## src/rtl/core/bf3_pkg.sv

```systemverilog
// Shared constants, types and codes for the 3x3 clipped box filter.
// No dependencies; every other file of the block refers to it by scoped names.
package bf3_pkg;

    localparam int MAX_WIDTH  = 128;
    localparam int ADDR_W     = $clog2(MAX_WIDTH);
    localparam int COL_W      = ADDR_W;
    localparam int PIX_W      = 8;
    localparam int WID_W      = 8;
    localparam int HGT_W      = 12;
    localparam int XW         = (COL_W + 1 > WID_W) ? COL_W + 1 : WID_W;
    localparam int RW         = HGT_W + 1;
    localparam int LAG_W      = $clog2(MAX_WIDTH + 2);
    localparam int SUM_W      = $clog2(9 * 255 + 1);
    localparam int CFG_IDX_W  = 1;
    localparam int CFG_DATA_W = 12;

    localparam logic [CFG_IDX_W-1:0] CFG_FRAME_WIDTH  = 1'd0;
    localparam logic [CFG_IDX_W-1:0] CFG_FRAME_HEIGHT = 1'd1;

    localparam logic [WID_W-1:0] FRAME_WIDTH_RST  = 8'd80;
    localparam logic [HGT_W-1:0] FRAME_HEIGHT_RST = 12'd21;
    localparam logic [WID_W-1:0] MIN_WIDTH        = 8'd3;
    localparam logic [HGT_W-1:0] MIN_HEIGHT       = 12'd3;

    localparam logic FUNC_PUSH  = 1'b0;
    localparam logic FUNC_FLUSH = 1'b1;

    // floor(x/d) == (x * ceil(2^16/d)) >> 16 for every x below 2^15
    localparam int RECIP_SHIFT = 16;
    localparam int RECIP_W     = 14;
    localparam int PROD_W      = SUM_W + RECIP_W;
    localparam logic [RECIP_W-1:0] RECIP_DIV6 = 14'd10923;
    localparam logic [RECIP_W-1:0] RECIP_DIV9 = 14'd7282;

    typedef enum logic [1:0] {
        DIV_BY4,
        DIV_BY6,
        DIV_BY9
    } t_div_sel;

    // which neighbors of the emitted cell lie inside the frame, and whether it ends the frame
    typedef struct packed {
        logic has_left;
        logic has_right;
        logic has_up;
        logic has_down;
        logic eof;
    } t_emit;

    typedef struct packed {
        logic             is_push;
        logic             fire;
        logic [PIX_W-1:0] value;
        t_emit            emit;
    } t_s1_info;

    typedef struct packed {
        logic              en;
        logic [ADDR_W-1:0] addr;
    } t_rd_req;

    typedef struct packed {
        logic [SUM_W-1:0] sum;
        t_div_sel         sel;
        logic             eof;
    } t_sum;

endpackage

```

## src/rtl/core/bf3_in_if.sv

```systemverilog
// Request channel of the box filter: valid/ready plus func and cell_value.
// Depends on bf3_pkg.
interface bf3_in_if;
    logic                      valid;
    logic                      ready;
    logic                      func;
    logic [bf3_pkg::PIX_W-1:0] cell_value;

    modport source (output valid, output func, output cell_value, input ready);
    modport sink   (input valid, input func, input cell_value, output ready);
endinterface

```

## src/rtl/core/bf3_out_if.sv

```systemverilog
// Result channel of the box filter: valid/ready plus smoothed_value and end_of_frame.
// Depends on bf3_pkg.
interface bf3_out_if;
    logic                      valid;
    logic                      ready;
    logic [bf3_pkg::PIX_W-1:0] smoothed_value;
    logic                      end_of_frame;

    modport source (output valid, output smoothed_value, output end_of_frame, input ready);
    modport sink   (input valid, input smoothed_value, input end_of_frame, output ready);
endinterface

```

## src/rtl/core/box_filter_3x3_clipped_unit.sv

```systemverilog
// 3x3 clipped box filter on a raster stream; uses bf3_pkg, bf3_in_if, bf3_out_if.
// A result passes the S1, S2 and S3 registers and then the output register.
// Throughput: one request per cycle, pushes and flushes alike; the two line stores
// take at most one read and one write per cycle. Ready drops only when the output backs up.
// Reset (sync, active low): counters, lag/drain state and stage valids clear, frame
// size returns to 80x21; line stores are not cleared and need no clearing pass.
module box_filter_3x3_clipped_unit (
    input  logic                           i_clk,
    input  logic                           i_rst_n,
    bf3_in_if.sink                         i_req,
    bf3_out_if.source                      o_res,
    input  logic                           i_cfg_we,
    input  logic [bf3_pkg::CFG_IDX_W-1:0]  i_cfg_index,
    input  logic [bf3_pkg::CFG_DATA_W-1:0] i_cfg_data
);

    // Pipeline:
    //   S1  request stage: counters update, line-store read issued (bf3_ctrl)
    //   S2  window shift + line-store write-back (bf3_window / bf3_line_store)
    //   S3  clipped 3x3 sum registered with its divisor select
    //   out reciprocal divide into the output register (bf3_div)
    // Each stage moves when the next one is empty or moving, so bubbles collapse
    // and a waiting result does not block new requests until the stages fill.

    logic                      accept;
    logic                      s1_valid, s1_take;
    bf3_pkg::t_s1_info         s1_info;
    bf3_pkg::t_rd_req          rd_req;
    logic [bf3_pkg::PIX_W-1:0] ls_older, ls_newer;
    logic                      s3_valid, out_free;
    bf3_pkg::t_sum             s3_sum;

    assign i_req.ready = !s1_valid || s1_take;
    assign accept      = i_req.valid && i_req.ready;

    bf3_ctrl u_ctrl (
        .i_clk        (i_clk),
        .i_rst_n      (i_rst_n),
        .i_accept     (accept),
        .i_func       (i_req.func),
        .i_cell_value (i_req.cell_value),
        .i_cfg_we     (i_cfg_we),
        .i_cfg_index  (i_cfg_index),
        .i_cfg_data   (i_cfg_data),
        .i_s1_take    (s1_take),
        .o_s1_valid   (s1_valid),
        .o_s1         (s1_info),
        .o_rd         (rd_req)
    );

    // only pushes write back; flushes read the rows above and leave them alone
    bf3_line_store u_line_store (
        .i_clk      (i_clk),
        .i_rd       (rd_req),
        .i_wr_en    (s1_take && s1_info.is_push),
        .i_wr_value (s1_info.value),
        .o_older    (ls_older),
        .o_newer    (ls_newer)
    );

    bf3_window u_window (
        .i_clk      (i_clk),
        .i_rst_n    (i_rst_n),
        .i_s1_valid (s1_valid),
        .i_s1       (s1_info),
        .i_older    (ls_older),
        .i_newer    (ls_newer),
        .i_out_free (out_free),
        .o_s1_take  (s1_take),
        .o_s3_valid (s3_valid),
        .o_s3       (s3_sum)
    );

    bf3_div u_div (
        .i_clk   (i_clk),
        .i_rst_n (i_rst_n),
        .i_valid (s3_valid),
        .i_sum   (s3_sum),
        .i_ready (o_res.ready),
        .o_free  (out_free),
        .o_valid (o_res.valid),
        .o_value (o_res.smoothed_value),
        .o_eof   (o_res.end_of_frame)
    );

endmodule

```

## src/rtl/core/bf3_ctrl.sv

```systemverilog
// Request stage: frame registers, raster counters, lag/drain bookkeeping and
// line-store read issue. Depends on bf3_pkg.
module bf3_ctrl (
    input  logic                               i_clk,
    input  logic                               i_rst_n,
    input  logic                               i_accept,
    input  logic                               i_func,
    input  logic [bf3_pkg::PIX_W-1:0]          i_cell_value,
    input  logic                               i_cfg_we,
    input  logic [bf3_pkg::CFG_IDX_W-1:0]      i_cfg_index,
    input  logic [bf3_pkg::CFG_DATA_W-1:0]     i_cfg_data,
    input  logic                               i_s1_take,
    output logic                               o_s1_valid,
    output bf3_pkg::t_s1_info                  o_s1,
    output bf3_pkg::t_rd_req                   o_rd
);

    logic [bf3_pkg::WID_W-1:0] r_frame_width;
    logic [bf3_pkg::HGT_W-1:0] r_frame_height;
    logic [bf3_pkg::COL_W-1:0] r_in_col,  n_in_col;
    logic [bf3_pkg::HGT_W-1:0] r_in_row,  n_in_row;
    logic [bf3_pkg::COL_W-1:0] r_out_col, n_out_col;
    logic [bf3_pkg::HGT_W-1:0] r_out_row, n_out_row;
    logic [bf3_pkg::LAG_W-1:0] r_lag, n_lag;
    logic [bf3_pkg::LAG_W-1:0] r_drain, n_drain;
    logic                      r_begun, n_begun;
    logic                      r_s1_valid;
    bf3_pkg::t_s1_info         r_s1, n_s1;

    logic [bf3_pkg::WID_W-1:0] eff_w;
    logic [bf3_pkg::HGT_W-1:0] eff_h;
    logic [bf3_pkg::XW-1:0]    w_x, in_col_p1, out_col_p1;
    logic [bf3_pkg::RW-1:0]    h_x, in_row_p1, out_row_p1;
    logic [bf3_pkg::COL_W-1:0] out_col_v;
    logic [bf3_pkg::HGT_W-1:0] out_row_v;
    logic [bf3_pkg::LAG_W-1:0] lag_v, drain_v;
    logic                      enter, do_emit, fire;

    // clamp the width between the minimum and what the line stores can hold, and the height to the minimum
    always_comb begin
        if (r_frame_width < bf3_pkg::MIN_WIDTH) begin
            eff_w = bf3_pkg::MIN_WIDTH;
        end else if (r_frame_width > bf3_pkg::WID_W'(bf3_pkg::MAX_WIDTH)) begin
            eff_w = bf3_pkg::WID_W'(bf3_pkg::MAX_WIDTH);
        end else begin
            eff_w = r_frame_width;
        end
        eff_h = (r_frame_height < bf3_pkg::MIN_HEIGHT) ? bf3_pkg::MIN_HEIGHT : r_frame_height;
        w_x   = bf3_pkg::XW'(eff_w);
        h_x   = bf3_pkg::RW'(eff_h);
    end

    always_comb begin
        n_in_col  = r_in_col;
        n_in_row  = r_in_row;
        n_begun   = r_begun;
        out_col_v = r_out_col;
        out_row_v = r_out_row;
        lag_v     = r_lag;
        drain_v   = r_drain;
        n_lag     = r_lag;
        n_drain   = r_drain;
        enter     = 1'b0;
        do_emit   = 1'b0;
        fire      = 1'b0;
        o_rd.addr = r_in_col;
        in_col_p1 = bf3_pkg::XW'(r_in_col) + bf3_pkg::XW'(1);
        in_row_p1 = bf3_pkg::RW'(r_in_row) + bf3_pkg::RW'(1);

        if (i_accept) begin
            if (i_func == bf3_pkg::FUNC_FLUSH) begin
                // nothing pending: the flush is dropped here
                if (r_drain != '0) begin
                    enter   = 1'b1;
                    fire    = 1'b1;
                    do_emit = 1'b1;
                    n_lag   = (r_lag != '0) ? r_lag - bf3_pkg::LAG_W'(1) : r_lag;
                    n_drain = r_drain - bf3_pkg::LAG_W'(1);
                    n_begun = (r_drain != bf3_pkg::LAG_W'(1));
                end
            end else begin
                // a push after a partial drain abandons the old frame's tail
                if (r_begun && r_drain != '0) begin
                    lag_v     = '0;
                    drain_v   = '0;
                    out_col_v = '0;
                    out_row_v = '0;
                end
                n_begun = 1'b0;
                enter   = 1'b1;
                fire    = bf3_pkg::XW'(lag_v) >= w_x + bf3_pkg::XW'(1);
                do_emit = fire;
                n_lag   = fire ? lag_v : lag_v + bf3_pkg::LAG_W'(1);
                n_drain = (fire && drain_v != '0) ? drain_v - bf3_pkg::LAG_W'(1) : drain_v;
                if (in_col_p1 >= w_x) begin
                    n_in_col = '0;
                    n_in_row = (in_row_p1 >= h_x) ? '0 : in_row_p1[bf3_pkg::HGT_W-1:0];
                    if (in_row_p1 >= h_x) begin
                        n_drain = n_lag;
                    end
                end else begin
                    n_in_col = in_col_p1[bf3_pkg::COL_W-1:0];
                end
            end
        end

        out_col_p1 = bf3_pkg::XW'(out_col_v) + bf3_pkg::XW'(1);
        out_row_p1 = bf3_pkg::RW'(out_row_v) + bf3_pkg::RW'(1);
        n_out_col  = out_col_v;
        n_out_row  = out_row_v;

        if (i_accept && i_func == bf3_pkg::FUNC_FLUSH) begin
            o_rd.addr = (out_col_p1 >= w_x) ? '0 : out_col_p1[bf3_pkg::COL_W-1:0];
        end

        if (do_emit) begin
            if (out_col_p1 >= w_x) begin
                n_out_col = '0;
                n_out_row = (out_row_p1 >= h_x) ? '0 : out_row_p1[bf3_pkg::HGT_W-1:0];
            end else begin
                n_out_col = out_col_p1[bf3_pkg::COL_W-1:0];
            end
        end

        n_s1.is_push        = (i_func == bf3_pkg::FUNC_PUSH);
        n_s1.fire           = fire;
        n_s1.value          = i_cell_value;
        n_s1.emit.has_left  = (out_col_v != '0);
        n_s1.emit.has_right = (out_col_p1 < w_x);
        n_s1.emit.has_up    = (out_row_v != '0);
        n_s1.emit.has_down  = (out_row_p1 < h_x);
        n_s1.emit.eof       = (out_row_p1 == h_x) && (out_col_p1 == w_x);

        o_rd.en = enter;
    end

    always_ff @(posedge i_clk) begin
        if (!i_rst_n) begin
            r_frame_width  <= bf3_pkg::FRAME_WIDTH_RST;
            r_frame_height <= bf3_pkg::FRAME_HEIGHT_RST;
            r_in_col       <= '0;
            r_in_row       <= '0;
            r_out_col      <= '0;
            r_out_row      <= '0;
            r_lag          <= '0;
            r_drain        <= '0;
            r_begun        <= 1'b0;
            r_s1_valid     <= 1'b0;
        end else begin
            if (i_cfg_we) begin
                if (i_cfg_index == bf3_pkg::CFG_FRAME_WIDTH) begin
                    r_frame_width <= i_cfg_data[bf3_pkg::WID_W-1:0];
                end
                if (i_cfg_index == bf3_pkg::CFG_FRAME_HEIGHT) begin
                    r_frame_height <= i_cfg_data[bf3_pkg::HGT_W-1:0];
                end
            end
            r_in_col  <= n_in_col;
            r_in_row  <= n_in_row;
            r_out_col <= n_out_col;
            r_out_row <= n_out_row;
            r_lag     <= n_lag;
            r_drain   <= n_drain;
            r_begun   <= n_begun;
            if (enter) begin
                r_s1_valid <= 1'b1;
            end else if (i_s1_take) begin
                r_s1_valid <= 1'b0;
            end
        end
    end

    always_ff @(posedge i_clk) begin
        if (enter) begin
            r_s1 <= n_s1;
        end
    end

    assign o_s1_valid = r_s1_valid;
    assign o_s1       = r_s1;

    a_drain_within_lag: assert property (@(posedge i_clk) disable iff (!i_rst_n)
        r_drain <= r_lag)
        else $error("drain count exceeds lag count");

    a_idle_flush_dropped: assert property (@(posedge i_clk) disable iff (!i_rst_n)
        (i_accept && i_func == bf3_pkg::FUNC_FLUSH && r_drain == '0) |=> !r_s1_valid)
        else $error("flush with nothing pending entered the pipeline");

endmodule

```

## src/rtl/core/bf3_line_store.sv

```systemverilog
// Two 8-bit line stores (older and newer row) with registered read and
// same-address forwarding from the write stage. Depends on bf3_pkg.
module bf3_line_store (
    input  logic                       i_clk,
    input  bf3_pkg::t_rd_req           i_rd,
    input  logic                       i_wr_en,
    input  logic [bf3_pkg::PIX_W-1:0]  i_wr_value,
    output logic [bf3_pkg::PIX_W-1:0]  o_older,
    output logic [bf3_pkg::PIX_W-1:0]  o_newer
);

    logic [bf3_pkg::PIX_W-1:0]  mem_older [bf3_pkg::MAX_WIDTH];
    logic [bf3_pkg::PIX_W-1:0]  mem_newer [bf3_pkg::MAX_WIDTH];
    logic [bf3_pkg::ADDR_W-1:0] r_addr;
    logic [bf3_pkg::PIX_W-1:0]  r_q_older, r_q_newer;
    logic                       r_fwd;
    logic [bf3_pkg::PIX_W-1:0]  r_fwd_older, r_fwd_newer;

    assign o_older = r_fwd ? r_fwd_older : r_q_older;
    assign o_newer = r_fwd ? r_fwd_newer : r_q_newer;

    // the row shifts up: older takes what newer held, newer takes the new cell
    always_ff @(posedge i_clk) begin
        if (i_wr_en) begin
            mem_older[r_addr] <= o_newer;
        end
        if (i_rd.en) begin
            r_q_older <= mem_older[i_rd.addr];
        end
    end

    always_ff @(posedge i_clk) begin
        if (i_wr_en) begin
            mem_newer[r_addr] <= i_wr_value;
        end
        if (i_rd.en) begin
            r_q_newer <= mem_newer[i_rd.addr];
        end
    end

    always_ff @(posedge i_clk) begin
        if (i_rd.en) begin
            r_addr      <= i_rd.addr;
            r_fwd       <= i_wr_en && (i_rd.addr == r_addr);
            r_fwd_older <= o_newer;
            r_fwd_newer <= i_wr_value;
        end
    end

    a_fwd_newer: assert property (@(posedge i_clk)
        (i_wr_en && i_rd.en && i_rd.addr == r_addr) |=> (o_newer == $past(i_wr_value)))
        else $error("read after same-address write returned stale data");

endmodule

```

## src/rtl/core/bf3_window.sv

```systemverilog
// 3x3 window register and the clipped neighborhood sum stage.
// Depends on bf3_pkg.
module bf3_window (
    input  logic                       i_clk,
    input  logic                       i_rst_n,
    input  logic                       i_s1_valid,
    input  bf3_pkg::t_s1_info          i_s1,
    input  logic [bf3_pkg::PIX_W-1:0]  i_older,
    input  logic [bf3_pkg::PIX_W-1:0]  i_newer,
    input  logic                       i_out_free,
    output logic                       o_s1_take,
    output logic                       o_s3_valid,
    output bf3_pkg::t_sum              o_s3
);

    logic [2:0][2:0][bf3_pkg::PIX_W-1:0] r_win;
    logic                                r_s2_valid;
    bf3_pkg::t_emit                      r_s2_emit;
    logic                                r_s3_valid;
    bf3_pkg::t_sum                       r_s3, n_s3;
    logic                                s3_free, s2_free, s2_move;
    logic [2:0]                          row_use, col_use;
    logic [1:0]                          n_rows, n_cols;

    assign s3_free   = !r_s3_valid || i_out_free;
    assign s2_free   = !r_s2_valid || s3_free;
    assign s2_move   = r_s2_valid && s3_free;
    assign o_s1_take = i_s1_valid && s2_free;

    always_comb begin
        row_use = {r_s2_emit.has_down, 1'b1, r_s2_emit.has_up};
        col_use = {r_s2_emit.has_right, 1'b1, r_s2_emit.has_left};
        n_s3.sum = '0;
        for (int r = 0; r < 3; r++) begin
            for (int c = 0; c < 3; c++) begin
                if (row_use[r] && col_use[c]) begin
                    n_s3.sum = n_s3.sum + bf3_pkg::SUM_W'(r_win[r][c]);
                end
            end
        end
        n_rows = 2'd1 + 2'(r_s2_emit.has_up) + 2'(r_s2_emit.has_down);
        n_cols = 2'd1 + 2'(r_s2_emit.has_left) + 2'(r_s2_emit.has_right);
        if (n_rows == 2'd3 && n_cols == 2'd3) begin
            n_s3.sel = bf3_pkg::DIV_BY9;
        end else if (n_rows == 2'd3 || n_cols == 2'd3) begin
            n_s3.sel = bf3_pkg::DIV_BY6;
        end else begin
            n_s3.sel = bf3_pkg::DIV_BY4;
        end
        n_s3.eof = r_s2_emit.eof;
    end

    // window shifts left on every item, firing or not
    always_ff @(posedge i_clk) begin
        if (o_s1_take) begin
            for (int r = 0; r < 3; r++) begin
                r_win[r][0] <= r_win[r][1];
                r_win[r][1] <= r_win[r][2];
            end
            r_win[0][2] <= i_older;
            r_win[1][2] <= i_newer;
            r_win[2][2] <= i_s1.is_push ? i_s1.value : '0;
            r_s2_emit   <= i_s1.emit;
        end
        if (s2_move) begin
            r_s3 <= n_s3;
        end
    end

    always_ff @(posedge i_clk) begin
        if (!i_rst_n) begin
            r_s2_valid <= 1'b0;
            r_s3_valid <= 1'b0;
        end else begin
            if (o_s1_take) begin
                r_s2_valid <= i_s1.fire;
            end else if (s2_move) begin
                r_s2_valid <= 1'b0;
            end
            if (s2_move) begin
                r_s3_valid <= 1'b1;
            end else if (i_out_free) begin
                r_s3_valid <= 1'b0;
            end
        end
    end

    assign o_s3_valid = r_s3_valid;
    assign o_s3       = r_s3;

    a_s2_hold: assert property (@(posedge i_clk) disable iff (!i_rst_n)
        (r_s2_valid && !s3_free) |=> r_s2_valid)
        else $error("stalled window item was lost");

endmodule

```

## src/rtl/core/bf3_div.sv

```systemverilog
// Divides the neighborhood sum by 4, 6 or 9 (shift or reciprocal multiply)
// and holds the result in the output register. Depends on bf3_pkg.
module bf3_div (
    input  logic                       i_clk,
    input  logic                       i_rst_n,
    input  logic                       i_valid,
    input  bf3_pkg::t_sum              i_sum,
    input  logic                       i_ready,
    output logic                       o_free,
    output logic                       o_valid,
    output logic [bf3_pkg::PIX_W-1:0]  o_value,
    output logic                       o_eof
);

    logic                        r_valid;
    logic [bf3_pkg::PIX_W-1:0]   r_value;
    logic                        r_eof;
    logic [bf3_pkg::RECIP_W-1:0] recip;
    logic [bf3_pkg::PROD_W-1:0]  prod;
    logic [bf3_pkg::PIX_W-1:0]   quo;

    assign o_free = !r_valid || i_ready;

    always_comb begin
        recip = (i_sum.sel == bf3_pkg::DIV_BY9) ? bf3_pkg::RECIP_DIV9 : bf3_pkg::RECIP_DIV6;
        prod  = bf3_pkg::PROD_W'(i_sum.sum) * bf3_pkg::PROD_W'(recip);
        case (i_sum.sel)
            bf3_pkg::DIV_BY4: quo = bf3_pkg::PIX_W'(i_sum.sum >> 2);
            bf3_pkg::DIV_BY6,
            bf3_pkg::DIV_BY9: quo = prod[bf3_pkg::RECIP_SHIFT +: bf3_pkg::PIX_W];
            default:          quo = '0;
        endcase
    end

    always_ff @(posedge i_clk) begin
        if (!i_rst_n) begin
            r_valid <= 1'b0;
        end else if (o_free) begin
            r_valid <= i_valid;
        end
    end

    always_ff @(posedge i_clk) begin
        if (o_free && i_valid) begin
            r_value <= quo;
            r_eof   <= i_sum.eof;
        end
    end

    assign o_valid = r_valid;
    assign o_value = r_value;
    assign o_eof   = r_eof;

endmodule
```

## src/flat_wrapper.sv

```systemverilog
// flat-port wrapper written by rule: the top's interface ports become plain ports
module box_filter_3x3_clipped_unit_flat 
  (i_clk, i_rst_n, i_cfg_we, i_cfg_index, i_cfg_data, i_req_valid, i_req_func, i_req_cell_value, i_req_ready, o_res_valid, o_res_smoothed_value, o_res_end_of_frame, o_res_ready);
  bf3_in_if i_req_i ();
  bf3_out_if o_res_i ();
  input  logic i_clk;
  input  logic i_rst_n;
  input  logic i_cfg_we;
  input  logic [bf3_pkg::CFG_IDX_W-1:0] i_cfg_index;
  input  logic [bf3_pkg::CFG_DATA_W-1:0] i_cfg_data;
  input wire logic [$bits(i_req_i.valid)-1:0] i_req_valid;
  input wire logic [$bits(i_req_i.func)-1:0] i_req_func;
  input wire logic [$bits(i_req_i.cell_value)-1:0] i_req_cell_value;
  output wire logic [$bits(i_req_i.ready)-1:0] i_req_ready;
  output wire logic [$bits(o_res_i.valid)-1:0] o_res_valid;
  output wire logic [$bits(o_res_i.smoothed_value)-1:0] o_res_smoothed_value;
  output wire logic [$bits(o_res_i.end_of_frame)-1:0] o_res_end_of_frame;
  input wire logic [$bits(o_res_i.ready)-1:0] o_res_ready;
  assign i_req_i.valid = i_req_valid;
  assign i_req_i.func = i_req_func;
  assign i_req_i.cell_value = i_req_cell_value;
  assign i_req_ready = i_req_i.ready;
  assign o_res_valid = o_res_i.valid;
  assign o_res_smoothed_value = o_res_i.smoothed_value;
  assign o_res_end_of_frame = o_res_i.end_of_frame;
  assign o_res_i.ready = o_res_ready;
  box_filter_3x3_clipped_unit u_core (.i_clk(i_clk), .i_rst_n(i_rst_n), .i_req(i_req_i), .o_res(o_res_i), .i_cfg_we(i_cfg_we), .i_cfg_index(i_cfg_index), .i_cfg_data(i_cfg_data));
endmodule
```

## config.mk

```make
export PLATFORM = sky130hd
export DESIGN_NAME = box_filter_3x3_clipped_unit_flat
export DESIGN_NICKNAME = d
export VERILOG_FILES = /design/src/rtl/core/bf3_pkg.sv /design/src/rtl/core/bf3_in_if.sv /design/src/rtl/core/bf3_out_if.sv /design/src/rtl/core/box_filter_3x3_clipped_unit.sv /design/src/rtl/core/bf3_ctrl.sv /design/src/rtl/core/bf3_line_store.sv /design/src/rtl/core/bf3_window.sv /design/src/rtl/core/bf3_div.sv /design/src/flat_wrapper.sv
export SDC_FILE = /design/constraint.sdc
export NUM_CORES = 2
export LEC_CHECK = 0
export ABC_AREA = 1
export BUFFER_PORTS_ARGS = -buffer_cell sky130_fd_sc_hd__buf_4
export CORE_MARGIN = 1
export CORE_UTILIZATION = 45
export CTS_CLUSTER_DIAMETER = 200
export DETAILED_ROUTE_END_ITERATION = 8
export GPL_ROUTABILITY_DRIVEN = 0
export PLACE_DENSITY = 0.6
export SYNTH_ARGS = -nofsm -noshare
export SYNTH_HDL_FRONTEND = slang
export SYNTH_SLANG_ARGS = --single-unit
```

## constraint.sdc

```tcl
create_clock -name i_clk -period 9 [get_ports i_clk]
set_input_delay 0 -clock i_clk [delete_from_list [all_inputs] [get_ports i_clk]]
set_output_delay 0 -clock i_clk [all_outputs]
set_load 0.005 [all_outputs]
```

==> results_dict.tcl <==
set metrics [dict create \
    clkLatencyLatePin_ns 0.90 \
    cts.clk_slew.worst_paths_ns 0.06 \
    crit_fanout 4 \
    clock.fmax_mhz 120 \
    syn-cell-area_mm2 0.0987 \
    rows 171 \
    min_period_ns 8.36 \
    numCtsBuffers 230 \
    hold_violations 0 \
    place_hpwl_um 155000 \
    grt_pass1_wl_um 406000 \
    viasPerCell 5.85 \
    worst_pin_slew_ns 1.20 \
    yosys-top-cells-area "edfxtp_1, o21ai_0, nor2_1, ha_1, o22ai_1" \
    cap_violations 0 \
    async_flop_share_pct 0 \
    clock_skew_ns 0.0772 \
    netSwitchingPower_mw 7.74 \
    cp_num_cells 42 \
    clock_sinks 2283 \
    seq_power_share_pct 45.4 \
    fill_cells 18500 \
    final_antenna_net_count 0 \
    initialDrtViolationCount 7514 \
    p_clk_share_pct 35.0 \
    fp.dieW_um 470 \
    p_leak_nw 37.8 \
    routed_wirelength_um 273000 \
    drive_gt1_share_pct 8.24 \
    ys_ff_latch 2283 \
    crit_path_top_delay_cell "fa_1" \
    tns_ns 0 \
    synth_edf_count 2204 \
    drtPass1Iterations 6 \
    synth_ff_type "edfxtp_1" \
    relSlewSlack_pct 20.0 \
    start_util_pct 45.4 \
    cp-end-kind "flop" \
    layout_common_cells "edfxtp_1, nor2_1, o21ai_0" \
    track_usage_pct 24.3 \
    drc 0 \
    intPower_mw 18.9 \
    switching_share_pct 29.0 \
    via_count 65400 \
    hold_path_depth 4 \
    area_delta_synth_final_pct 12.1 \
    holdWs_ns 0.0854 \
    setup_viol 0 \
    final_nets 8445 \
    peakVddDrop_uv 250 \
    clk_path_buf_depth 3 \
    antenna_found_initial 4 \
    cts_root_buf "clkbuf_16" \
    grt_pass1_vias 62700 \
    io_pins 38 \
    fin_util_pct 50.8 \
    die_h_um 470 \
    yosysWarnings 0 \
    combPwrFrac_pct 19.6 \
    crit_type "flop to flop" \
    yosysTopAreaCellShare_pct 67.0 \
    synth.distinct_cells 61 \
    final.period_utilization_pct 92.8 \
    final_common_cell "edfxtp_1" \
    yosysTopAreaCell "edfxtp_1" \
    synthCells 8061 \
    gr-total-overflow 0 \
    seq_area_mm2 0.0678 \
    finalMaxSlewViolations 0 \
    r2r_cells 42 \
    startpoint_type "flop" \
    hp-class "input pin to flop" \
    outcome "complete, no violations" \
    critPathTopFamily "adder cells" \
    power_density_mw_per_mm2 241 \
    h-tree-depth 4 \
    syn_area_per_cell_um2 12.2 \
    port_buffers 37 \
    core_area_mm2 0.218 \
    cts_tree "yes" \
    grt_max_degree 212 \
    die_area_mm2 0.221 \
    cp_common_cell "inv_1" \
    multi_input_area_mm2 0.0272 \
    seq_area_frac_synth_pct 68.6 \
    cp.arrival_ns 9.01 \
    required_ns 9.66 \
    path_buf_inv 8 \
    slowest_delay_ns 0.57 \
    routedWlPerCell_um 24.4 \
]
synth_stat cells, drive strengths merged (2+ instances only):
library cell,n
a22oi,6
a21boi,6
nand2,491
a221oi,5
clkinv,7
o311ai,2
nor2,1334
dfxtp,79
mux2,16
o21ai,1325
nor3,19
and3,3
a21oi,179
o221ai,196
edfxtp,2204
nand3b,3
a21o,6
nor4,11
nand3,274
conb,2
a211oi,9
o31ai,2
o21bai,20
nand4,31
fa,84
o21a,6
o22ai,306
buf,223
a31oi,11
inv,470
o211ai,166
and2,2
or2,6
xor2,63
ha,193
xnor2,25
clkbuf,272
flip-flops by register name (all words and copies together), names as in the netlist, 12 cells and up:
signal,flops
u_core.u_ctrl.o_s1,15
u_core.u_ctrl.r_frame_height,12
u_core.u_ctrl.r_in_row,12
u_core.u_ctrl.r_out_row,12
u_core.u_line_store.mem_newer,1024
u_core.u_line_store.mem_older,1024
u_core.u_window.o_s3,15
u_core.u_window.r_win,72
power groups by stage:
stage / logic (mW) / clock network, mW / registers (mW)
floorplan: 3.45 / 0 / 12.4
global placement: 4.95 / 0 / 12.3
detailed placement: 5.06 / 0 / 12.3
CTS: 5.12 / 9.44 / 12.1
global route: 5.84 / 9.84 / 12.1
finish: 5.23 / 9.32 / 12.1
final timing paths:
path,start,end,slack [ns]
max,u_core.u_window.r_s2_emit[2],u_core.u_window.o_s3[14],0.64
min,i_cfg_data[9],u_core.u_ctrl.r_frame_height[9],0.09
max reg2reg,u_core.u_window.r_s2_emit[2],u_core.u_window.o_s3[14],0.64
min reg2reg,u_core.u_window.o_s3[0],u_core.u_div.o_eof,0.42
kinds of logic (layout without fill, tap and decap cells):
logic type	after synthesis	after routing	share of synthesized area, %
adder cells (fa/ha/maj)	277	277	4.15
other	2	15	0.00761
buffers and inverters	972	1224	4.11
AND/OR/NAND/NOR	2175	2175	8.94
AO/OA/AOI/OAI	2248	2248	13.2
multiplexers	16	16	0.183
flip-flops	2283	2283	68.6
XOR/XNOR	88	88	0.788
layout make-up:
type / instances / area share [%]
Multi-Input combinational cell: 4817 / 24.6
Tap cell: 2854 / 3.23
Sequential cell: 2283 / 61.3
Inverter: 477 / 1.66
Clock inverter: 132 / 1.11
Clock buffer: 283 / 5.50
Antenna cell: 2 / 0.00452
Timing Repair Buffer: 332 / 2.65
through the flow:
| stage | worst slack, ns | instances | area (um2) | power [mW] |
|---|---|---|---|---|
| 2_1_floorplan | 0.688 | 8072 | 98800 | 15.8 |
| 3_3_place_gp | 0.303 | 10700 | 103000 | 17.3 |
| 5_1_grt | -0.0149 | 11200 | 111000 | 27.8 |
| 6_report | 0.644 | 11200 | 111000 | 26.7 |
| 3_5_place_dp | 0.272 | 10700 | 103000 | 17.4 |
| 4_1_cts | 0.265 | 11200 | 110000 | 26.7 |
metal layers:
layer,wire [um],track usage [%]
met1,116000,33.9
met2,129000,39.0
met3,18500,3.07
met4,9380,8.68
met5,16,0
worst register-to-register path: cells and delay by family (launching register included):
family / cells / cell delay (ns)
AOI/OAI and AO/OA: 11 / 1.81
xor gates and xnor gates: 1 / 0.15
adders and majority gates: 9 / 3.76
buffers and inverters: 8 / 0.61
DFF: 1 / 0.38
and+or+nand+nor: 13 / 1.47
what timing repair did:
item | CTS | global route
endpoints found under the hold margin | 80 | 0
resized for setup | 0 | 34
hold buffers | 62 | 0
setup buffers | 0 | 3
setup endpoints to repair | 0 | 5
(Power assumes the default switching activity.)
